`config.mk`:
```
export PLATFORM = sky130hd
export DESIGN_NAME = array_binary_tree_traversal
export DESIGN_NICKNAME = d
export VERILOG_FILES = /design/src/sv/abtt_pkg.sv /design/src/sv/array_binary_tree_traversal.sv /design/src/sv/abtt_store.sv /design/src/sv/abtt_walker.sv
export SDC_FILE = /design/constraint.sdc
export NUM_CORES = 2
export LEC_CHECK = 0
export ABC_AREA = 0
export BUFFER_PORTS_ARGS = -buffer_cell sky130_fd_sc_hd__clkbuf_2
export CORE_UTILIZATION = 50
export DETAILED_ROUTE_END_ITERATION = 12
export PLACE_DENSITY = 0.68
export SLEW_MARGIN = 5
export SYNTH_ARGS = -nofsm -noshare
export SYNTH_HDL_FRONTEND = slang
export SYNTH_SLANG_ARGS = --single-unit
export TNS_END_PERCENT = 1
```
`constraint.sdc`:
```
create_clock -name clk -period 10.53 [get_ports clk]
set_input_delay 2.106 -clock clk [delete_from_list [all_inputs] [get_ports clk]]
set_output_delay 2.106 -clock clk [all_outputs]
set_load 0.02 [all_outputs]
```
`src/sv/abtt_pkg.sv`:
```
// Shared types and constants for the array binary tree traversal block.
`default_nettype none
package abtt_pkg;

  localparam int VAL_W   = 32;
  localparam int IDX_W   = 6;
  localparam int CHILD_W = IDX_W + 1;

  localparam logic [1:0] CMD_WRITE     = 2'd0;
  localparam logic [1:0] CMD_PREORDER  = 2'd1;
  localparam logic [1:0] CMD_INORDER   = 2'd2;
  localparam logic [1:0] CMD_POSTORDER = 2'd3;

  localparam logic [1:0] PH_LAST = 2'd2;

  localparam logic [VAL_W-1:0] EMPTY_MARK = '1;

  typedef struct packed {
    logic               wr_en;
    logic [IDX_W-1:0]   wr_addr;
    logic [VAL_W-1:0]   wr_data;
    logic               rd_en;
    logic [CHILD_W-1:0] rd_addr;
  } store_req_t;

  typedef struct packed {
    logic [VAL_W-1:0] value;
    logic             last;
    logic             none;
  } emit_t;

endpackage
`default_nettype wire

```
`src/sv/array_binary_tree_traversal.sv`:
```
// Write: taken in idle, and the block stays ready for the next item. Traversal: accept in idle
// and a root fetch, then a step per frame phase plus a fetch per in-store child read for each
// node, and a flagged last result at the end. Output stalls hold the walk. The block takes no
// item while a traversal runs.
// Reset clears all node valid bits so every node reads empty, and empties the output.
`default_nettype none
module array_binary_tree_traversal #(
  parameter int LEVELS = 6
) (
  input  wire logic        clk,
  input  wire logic        rst,
  input  wire logic        s_tvalid,
  output logic             s_tready,
  input  wire logic [39:0] s_tdata,   // cmd[1:0], node_index[7:2], node_value[39:8]
  output logic             m_tvalid,
  input  wire logic        m_tready,
  output logic [31:0]      m_tdata,   // value[31:0]
  output logic             m_tlast,
  output logic             m_tuser    // none[0]
);

  abtt_pkg::store_req_t         req;
  logic                         rd_present;
  logic [abtt_pkg::VAL_W-1:0]   rd_data;
  logic                         out_free;
  logic                         emit_valid;
  abtt_pkg::emit_t              emit;

  assign out_free = !m_tvalid || m_tready;

  abtt_store #(
    .LEVELS(LEVELS)
  ) u_store (
    .clk       (clk),
    .rst       (rst),
    .req       (req),
    .rd_present(rd_present),
    .rd_data   (rd_data)
  );

  abtt_walker #(
    .LEVELS(LEVELS)
  ) u_walker (
    .clk       (clk),
    .rst       (rst),
    .in_valid  (s_tvalid),
    .in_ready  (s_tready),
    .cmd       (s_tdata[1:0]),
    .node_index(s_tdata[7:2]),
    .node_value(s_tdata[39:8]),
    .req       (req),
    .rd_present(rd_present),
    .rd_data   (rd_data),
    .out_free  (out_free),
    .emit_valid(emit_valid),
    .emit      (emit)
  );

  // output register: hold a result until the transaction completes
  always_ff @(posedge clk) begin
    if (rst) begin
      m_tvalid <= 1'b0;
    end else if (emit_valid) begin
      m_tvalid <= 1'b1;
    end else if (m_tready) begin
      m_tvalid <= 1'b0;
    end
  end

  always_ff @(posedge clk) begin
    if (emit_valid) begin
      m_tdata <= emit.value;
      m_tlast <= emit.last;
      m_tuser <= emit.none;
    end
  end

endmodule
`default_nettype wire

```
`src/sv/abtt_store.sv`:
```
// Node store: one write and one registered read per cycle, per-entry valid bits.
`default_nettype none
module abtt_store #(
  parameter int LEVELS = 6
) (
  input  wire logic                        clk,
  input  wire logic                        rst,
  input  wire abtt_pkg::store_req_t        req,
  output logic                             rd_present,
  output logic [abtt_pkg::VAL_W-1:0]       rd_data
);

  localparam int NODES = (1 << LEVELS) - 1;

  logic [abtt_pkg::VAL_W-1:0] mem [NODES];
  logic [NODES-1:0]           valid;
  logic                       rd_hit;
  logic                       wr_ok;
  logic                       rd_ok;

  assign wr_ok = req.wr_en && (req.wr_addr < abtt_pkg::IDX_W'(NODES));
  assign rd_ok = req.rd_addr < abtt_pkg::CHILD_W'(NODES);

  always_ff @(posedge clk) begin
    if (wr_ok) begin
      mem[req.wr_addr[LEVELS-1:0]] <= req.wr_data;
    end
    if (req.rd_en) begin
      rd_data <= mem[req.rd_addr[LEVELS-1:0]];
    end
  end

  always_ff @(posedge clk) begin
    if (rst) begin
      valid  <= '0;
      rd_hit <= 1'b0;
    end else begin
      if (wr_ok) begin
        valid[req.wr_addr[LEVELS-1:0]] <= 1'b1;
      end
      if (req.rd_en) begin
        rd_hit <= rd_ok && valid[req.rd_addr[LEVELS-1:0]];
      end
    end
  end

  // never-written entries read as empty
  assign rd_present = rd_hit && (rd_data != abtt_pkg::EMPTY_MARK);

endmodule
`default_nettype wire

```
`src/sv/abtt_walker.sv`:
```
// Traversal sequencer: frame stack, one store read per child, one-deep hold for the last flag.
`default_nettype none
module abtt_walker #(
  parameter int LEVELS = 6
) (
  input  wire logic                        clk,
  input  wire logic                        rst,
  input  wire logic                        in_valid,
  output logic                             in_ready,
  input  wire logic [1:0]                  cmd,
  input  wire logic [abtt_pkg::IDX_W-1:0]  node_index,
  input  wire logic [abtt_pkg::VAL_W-1:0]  node_value,
  output abtt_pkg::store_req_t             req,
  input  wire logic                        rd_present,
  input  wire logic [abtt_pkg::VAL_W-1:0]  rd_data,
  input  wire logic                        out_free,
  output logic                             emit_valid,
  output abtt_pkg::emit_t                  emit
);

  localparam int NODES = (1 << LEVELS) - 1;
  localparam int SPW   = $clog2(LEVELS + 1);
  localparam int TW    = (LEVELS > 1) ? $clog2(LEVELS) : 1;

  localparam logic [1:0] ST_IDLE  = 2'd0;
  localparam logic [1:0] ST_FETCH = 2'd1;
  localparam logic [1:0] ST_STEP  = 2'd2;
  localparam logic [1:0] ST_DONE  = 2'd3;

  logic [1:0]                 state;
  logic [1:0]                 cmd_q;
  logic [SPW-1:0]             sp;
  logic [abtt_pkg::IDX_W-1:0] stk_idx [LEVELS];
  logic [1:0]                 stk_ph  [LEVELS];
  logic [abtt_pkg::VAL_W-1:0] stk_val [LEVELS];
  logic                       is_root;
  logic [abtt_pkg::IDX_W-1:0] child_q;
  logic                       pend_valid;
  logic                       pend_none;
  logic [abtt_pkg::VAL_W-1:0] pend_val;

  logic [TW-1:0]                top;
  logic [TW-1:0]                push_at;
  logic [abtt_pkg::IDX_W-1:0]   cur_idx;
  logic [1:0]                   cur_ph;
  logic [abtt_pkg::VAL_W-1:0]   cur_val;
  logic                         want_emit;
  logic                         stall;
  logic [abtt_pkg::CHILD_W-1:0] child;
  logic                         child_in;
  logic                         accept;

  assign top       = TW'(sp - SPW'(1));
  assign push_at   = TW'(sp);
  assign cur_idx   = stk_idx[top];
  assign cur_ph    = stk_ph[top];
  assign cur_val   = stk_val[top];
  assign want_emit = (cur_ph == 2'(cmd_q - 2'd1));
  assign stall     = want_emit && pend_valid && !out_free;
  assign child     = {cur_idx, 1'b0} + abtt_pkg::CHILD_W'(1) + abtt_pkg::CHILD_W'(cur_ph);
  assign child_in  = child < abtt_pkg::CHILD_W'(NODES);
  assign in_ready  = (state == ST_IDLE);
  assign accept    = in_valid && in_ready;

  always_comb begin
    req.wr_en   = accept && (cmd == abtt_pkg::CMD_WRITE);
    req.wr_addr = node_index;
    req.wr_data = node_value;
    req.rd_en   = 1'b0;
    req.rd_addr = '0;
    if (accept && (cmd != abtt_pkg::CMD_WRITE)) begin
      req.rd_en = 1'b1;
    end else if ((state == ST_STEP) && !stall && (cur_ph != abtt_pkg::PH_LAST) && child_in) begin
      req.rd_en   = 1'b1;
      req.rd_addr = child;
    end
  end

  always_comb begin
    emit_valid = 1'b0;
    emit.value = pend_val;
    emit.last  = 1'b0;
    emit.none  = 1'b0;
    case (state)
      ST_STEP: begin
        emit_valid = want_emit && pend_valid && out_free;
      end
      ST_DONE: begin
        emit_valid = out_free;
        emit.last  = 1'b1;
        emit.none  = pend_none;
      end
      default: begin
        emit_valid = 1'b0;
      end
    endcase
  end

  always_ff @(posedge clk) begin
    if (rst) begin
      state      <= ST_IDLE;
      sp         <= '0;
      pend_valid <= 1'b0;
      is_root    <= 1'b0;
    end else begin
      case (state)
        ST_IDLE: begin
          if (accept && (cmd != abtt_pkg::CMD_WRITE)) begin
            cmd_q      <= cmd;
            sp         <= '0;
            pend_valid <= 1'b0;
            is_root    <= 1'b1;
            child_q    <= '0;
            state      <= ST_FETCH;
          end
        end
        ST_FETCH: begin
          if (rd_present) begin
            if (sp < SPW'(LEVELS)) begin
              stk_idx[push_at] <= child_q;
              stk_ph[push_at]  <= 2'd0;
              stk_val[push_at] <= rd_data;
              sp               <= sp + SPW'(1);
            end
            state <= ST_STEP;
          end else if (is_root) begin
            // empty tree: one flagged result
            pend_val   <= '0;
            pend_none  <= 1'b1;
            pend_valid <= 1'b1;
            state      <= ST_DONE;
          end else begin
            state <= ST_STEP;
          end
        end
        ST_STEP: begin
          if (!stall) begin
            if (want_emit) begin
              pend_val   <= cur_val;
              pend_none  <= 1'b0;
              pend_valid <= 1'b1;
            end
            if (cur_ph == abtt_pkg::PH_LAST) begin
              sp <= sp - SPW'(1);
              if (sp == SPW'(1)) begin
                state <= ST_DONE;
              end
            end else begin
              stk_ph[top] <= cur_ph + 2'd1;
              if (child_in) begin
                child_q <= abtt_pkg::IDX_W'(child);
                is_root <= 1'b0;
                state   <= ST_FETCH;
              end
            end
          end
        end
        ST_DONE: begin
          if (out_free) begin
            pend_valid <= 1'b0;
            state      <= ST_IDLE;
          end
        end
        default: begin
          state <= ST_IDLE;
        end
      endcase
    end
  end

endmodule
`default_nettype wire

```
Yosys cells after proc, flatten, opt, wreduce, memory -nomap -nowiden:

Memory sizes are Yosys's and may differ from the RTL's. A register that Yosys moved wholly into a read port is not among the register bits.
Cells that the tools add are included.

* add/sub/neg operators: 6
* magnitude comparators: 7
* equal/unequal tests: 21
* multiplexer cells: 66
* bitwise operators: 2
* reduce and logical (&&, ||, !) cells: 32

Operators with widths (number)
* $mux 32: 4
* $pmux 32 s2: 1
* $or 63x63->63: 1
* $ne 32x32->1 const B: 1
* $mux 1: 31
* $mux 6: 4
* $reduce_and 6->1: 4
* $mux 2: 9
* $mux 3: 6
* $lt 6x7->1 const B: 2
* $lt 7x6->1 const B: 2
* $ne 2x2->1 const B: 7
* $logic_and 1x1->1: 13
* $pmux 6 s2: 1
* $ne 2x1->1 const B: 5
* $reduce_and 5->1: 2
* $pmux 3 s3: 1
* $mux 8: 1
* $pmux 2 s4: 1
* $reduce_bool 2->1: 4
* $add 7x1->7 const B: 1
* $add 7x2->7: 1
* $mux 7: 1
* $bmux 1 s6: 1
* 23 further kinds: 30

* flip-flop bits (word level): 147
* memory bits (writable): 2256
* bits of input ports: 44
* output and inout bits: 36
* logic and storage cells: 152
* memories: 4

Memory list
* u_store.mem: depth 63, bits a word 32, rd ports 1, clocked after Yosys merged registers in 1, wr ports 1, RTL line abtt_store.sv:15 `logic [abtt_pkg::VAL_W-1:0] mem [NODES];`
* u_walker.stk_val: depth 6, bits a word 32, rd ports 1, clocked after Yosys merged registers in 0, wr ports 1, RTL line abtt_walker.sv:35 `logic [abtt_pkg::VAL_W-1:0] stk_val [LEVELS];`
* u_walker.stk_idx: depth 6, bits a word 6, rd ports 1, clocked after Yosys merged registers in 0, wr ports 1, RTL line abtt_walker.sv:33 `logic [abtt_pkg::IDX_W-1:0] stk_idx [LEVELS];`
* u_walker.stk_ph: depth 6, bits a word 2, rd ports 1, clocked after Yosys merged registers in 0, wr ports 1, RTL line abtt_walker.sv:34 `logic [1:0] stk_ph [LEVELS];`

Logic depth before layout (Yosys ltp):

An unclocked memory read counts as a cell.

* word-level depth: 14
* mapped depth: 30
* mapped depth without buffers: 17

Hierarchy:

From an unflattened synthesis, not the netlist that was laid out.

* cells, all modules: 4351
* area, all modules: 92577.5 um^2

Modules (own cells, without submodules)
* abtt_store: times used 1, cells an instance 3646, area each 79770.3 um^2, sequential area each 62780.2 um^2
* abtt_walker: times used 1, cells an instance 667, area each 11740.0 um^2, sequential area each 8578.2 um^2
* array_binary_tree_traversal: times used 1, cells an instance 38, area each 1067.3 um^2, sequential area each 1041.0 um^2

Worst setup path after synthesis:

OpenSTA, ideal clock, no wires.

* path type: reg-to-reg
* start: register u_walker.sp[0], in the netlist u_walker.push_at[0]
* end: register u_walker.pend_none (enable)
* setup time: 506 ps
* arrival time: 7116 ps
* setup slack: 2908 ps
* stages on the path, launching flop included: 16
* clock period less this slack: 7622 ps
* path through: dfxtp_1 -> buf_6 -> buf_6 -> clkbuf_1 -> clkbuf_1 -> clkbuf_1 -> inv_1 -> ha_1 -> buf_6 -> mux2i_1 -> mux4_2 -> buf_1 -> nand2_1 -> mux2i_1 -> nor3b_1 -> nor4_1

* cells in the longest elaborated chain, start to end: 7

Ends and longest elaborated chain
* start, declared: RTL line abtt_walker.sv:32 `logic [SPW-1:0] sp;`
* start signal, assigned: RTL line abtt_walker.sv:123 `sp <= sp + SPW'(1);`
* start signal, assigned: RTL line abtt_walker.sv:144 `sp <= sp - SPW'(1);`
* $sub 3x1->3 *: RTL line abtt_walker.sv:53 `assign top = TW'(sp - SPW'(1));`
* $mem_v2 6x2 *
* $eq 2x2->1 *: RTL line abtt_walker.sv:58 `assign want_emit = (cur_ph == 2'(cmd_q - 2'd1));`
* $logic_and 1x1->1 (2 in series): RTL line abtt_walker.sv:59 `assign stall = want_emit && pend_valid && !out_free;`
* $ne 2x2->1 (no source line)
* $reduce_and 6->1 (no source line) *
* end signal, assigned: RTL line abtt_walker.sv:129 `pend_none <= 1'b1;`
* end signal, assigned: RTL line abtt_walker.sv:140 `pend_none <= 1'b0;`
* end, declared: RTL line abtt_walker.sv:39 `logic pend_none;`

Every way passes the cells marked *; elsewhere a longest branch is shown, timed or not.
A chain may end at the register's enable or synchronous reset.

Final worst setup path:

* start: register u_walker.sp[0], in the netlist u_walker.push_at[0]
* end: register u_store.rd_data[14] in the netlist's numbering (read register of u_store.mem) (data pin)

* cells in the longest elaborated chain, start to end: 11

Ends and longest elaborated chain
* $sub 3x1->3 *: RTL line abtt_walker.sv:53
* branches (longest 8 deep; another with $add 7x1->7)
* $mux 8 *: RTL line abtt_walker.sv:73 `end else if ((state == ST_STEP) && !stall && (cur_ph != abtt_pkg::PH_LAST) && child_in) begin`
* $mux 7 or $mux 1 (tied branches): RTL line abtt_walker.sv:71 `if (accept && (cmd != abtt_pkg::CMD_WRITE)) begin`
* end, declared: RTL line abtt_store.sv:10 `output logic [abtt_pkg::VAL_W-1:0] rd_data`

Every way passes the cells marked *.

==> out/metrics.cfg <==
[clocking]
cts_tree=yes
clockBufferDepth=3
cts_sinks=2435
cts_hold_buf=0
cts_root_buffer=clkbuf_16
insertion_delay_ns=0.87
htreeDepth=4
numCtsBuffers=228
cts_resized=0
cts_setup_buffers=0
clkTransAtPathRegs_ns=0.07

[detailed_routing]
drtIter0Drc=9662
drt-vias-per-instance=6.38
drc_errors=0
firstDrtPassIters=6
avgRoutedWirePerCell_um=31.2
ant_nets=0
vias=57700
drt-total-wl_mm=283

[global_routing]
grt_max_degree=125
grt_antenna_before_repair=18
overflow=0
grt_pass1_wl_mm=396
grt.total_usage_pct=29.3
grt_pass1_vias=54600

[floorplanning]
ios=80
die_h_um=435
start_util_pct=50.5
coreArea_um2=186000
die_x_um=435
rows=158
die_area_um2=189000

[placed_design]
placed_area_um2=98200
finalWeightedCongestion=0.911
pre_cts_slack_ns=1.74
place.port_buffers=79
post-dp-hpwl_mm=158

[sta]
worst_pin_slew_ns=1.52
hold_viol_final=0
post-route-min-period_ns=9.24
slew_headroom_pct=-2.60
rsz0062_at_grt=no
whs_ns=0.415
maxSlewViolCount=2
finalCritPeriodShare_pct=87.7
setup_viol=0
fin_setup_tns_ns=0
finalClockSkew_ns=0.0537
max_freq_ghz=0.108
setup_ws_ns=1.29

[critical_path]
regToRegEndpoint=u_store.rd_data[14]
crit_slowest_cell=o31ai_1
critical_path.top_delay_family=compound AO/OA/AOI/OAI gates
cp_num_cells=17
cp_cell_sequence=inv_1, ha_2, xnor2_1, mux4_2, inv_1, fa_1, nand3_1, o211a_1, nand3_1, nor2_4, buf_12, buf_4, mux2i_1, o22ai_1, or4_1, o31ai_1, o211ai_1
path_class=reg -> reg
worstSetupStartpoint=u_walker.push_at[0]
critPathLaunchType=register
end_kind=register
worstPathRequired_ns=11.07
cp-endpoint=u_store.rd_data[14]
reg2reg_from=u_walker.push_at[0]
regToRegSetupSlack_ns=1.29
cp_num_buf_inv=4
reg2reg_depth=17
crit_fanout=73
critPathMaxStageDelay_ns=1.13
crit_arrival_ns=9.78

[power_and_ir_drop]
ir_drop_v=0.000197
p_per_area_nw_per_um2=194
power.leakage_uw=0.0351

[synthesis]
synth_ff_type=edfxtp_1
synth-seq-area-share_pct=77.2
synthDistinctLibCells=79
ys_seq_elements=2435
yosysWarnings=0
synth_area_um2=93800
async_reset_ff_share_pct=0
syn_inst=6235
syn_area_per_cell_um2=15.0
synth_edf_count=2363
synth_fp_nets=6289

[worst_hold_path]
hold_path_class=reg -> reg
min_from=u_walker.pend_val[8]

[cells_and_area]
post-route-cell-area_um2=105000
drive_gt1_share_pct=12.1
layout.nets=6429
syn2layout_area_growth_pct=12.3

[outcome]
status=finished, violations left
violations=capacitance limit, slew limit

[job]
maxCapViolCount=2

## routing by layer
layer  vias to the layer above  GRT usage [%]  part of all wire [%]
met3                       653           7.80                    14
met1                     28800           39.8                    36
met2                      4212           43.8                    44
li1                      24100              -                     -
met4                        10           14.6                   5.4
met5                         -              0                 0.028
## where the power goes
part           total, uW  switching [uW]  internal (uW)
combinational       1530            1120            409
clock               7880            3590           4290
sequential         11000             184          10800
total              20400            4900          15500
## cells in the mapped netlist, types with 35 or more instances
master / number / share of area, %
edfxtp_1: 2363 / 76
nand2_1: 1238 / 5.0
mux2i_1: 355 / 3.8
a21oi_1: 297 / 1.6
nor2_1: 286 / 1.1
nand3_1: 243 / 1.3
buf_2: 163 / 0.87
clkbuf_1: 155 / 0.62
a31oi_1: 149 / 0.99
o22ai_1: 116 / 0.77
o21ai_0: 98 / 0.52
dfxtp_1: 72 / 1.5
nor4_1: 67 / 0.45
o221ai_1: 66 / 0.62
nand4_1: 53 / 0.35
mux4_2: 47 / 1.1
a211oi_1: 45 / 0.36
buf_1: 44 / 0.18
nor3_1: 37 / 0.20
or4_1: 35 / 0.28
## metrics by stage
step	total power (uW)	util (%)	cells
6_report	20400	56.7	9055
5_1_grt	20900	56.7	9051
4_1_cts	20400	56.7	9048
3_5_place_dp	12700	52.8	8625
3_3_place_gp	12700	52.8	8619
2_1_floorplan	11900	-	6235
## cell type report
type                       instances  area, um^2
fill                           14200       80500
sequential                      2435       72400
multi-input combinational       3410       20500
clock buffer                     293        6020
tap                             2480        3100
timing repair buffer             283        2100
clock inverter                   130        1100
inverter                          17        63.8
antenna                            7        17.5
## how the worst min path moves through the flow
| stage | endpoint | slack (ns) | depth (start not counted) |
|---|---|---|---|
| 2_1_floorplan | m_tdata[0] | 0.40 | 0 |
| 3_3_place_gp | m_tdata[27] | 0.40 | 0 |
| 3_5_place_dp | m_tdata[1] | 0.40 | 0 |
| 4_1_cts | m_tdata[8] | 0.42 | 0 |
| 5_1_grt | m_tdata[8] | 0.42 | 0 |
| 6_report | m_tdata[8] | 0.42 | 0 |
## registers in the layout, summed over array words and instances, names as in the netlist
register	cells
u_walker.stk_idx	36
m_tvalid	1
u_walker.stk_ph	12
u_store.rd_data	32
m_tdata	32
u_walker.push_at	3
u_walker.cmd_q	2
u_walker.state	2
u_store.rd_hit	1
u_walker.child_q	6
u_store.mem	2016
u_store.valid	63
u_walker.pend_none	1
u_walker.is_root	1
u_walker.stk_val	192
m_tuser	1
m_tlast	1
u_walker.pend_val	32
u_walker.pend_valid	1
## cell usage in the layout, fill, tap and decap left out, types with 30 or more instances in the layout
cell type	synthesis	layout
a211oi_1	45	44
a21oi_1	297	297
a31oi_1	149	149
buf_4	7	190
clkbuf_1	155	59
clkbuf_16	0	229
clkbuf_2	0	78
clkinv_1	1	59
clkinv_2	0	39
dfxtp_1	72	71
edfxtp_1	2363	2363
mux2i_1	355	355
mux4_2	47	47
nand2_1	1238	1235
nand3_1	243	238
nand4_1	53	53
nor2_1	286	213
nor2_4	0	73
nor3_1	37	30
nor4_1	67	58
o21ai_0	98	97
o221ai_1	66	66
o22ai_1	116	116
or4_1	35	35
## kinds of logic after synthesis
kind of cell	synth area share (%)
xor+xnor	0.0894
compound gates	6.29
buf+inv	1.84
fa+ha+maj	0.141
mux	5.20
flops	77.2
simple gates	9.26
Power figures use the tool's default switching activity.
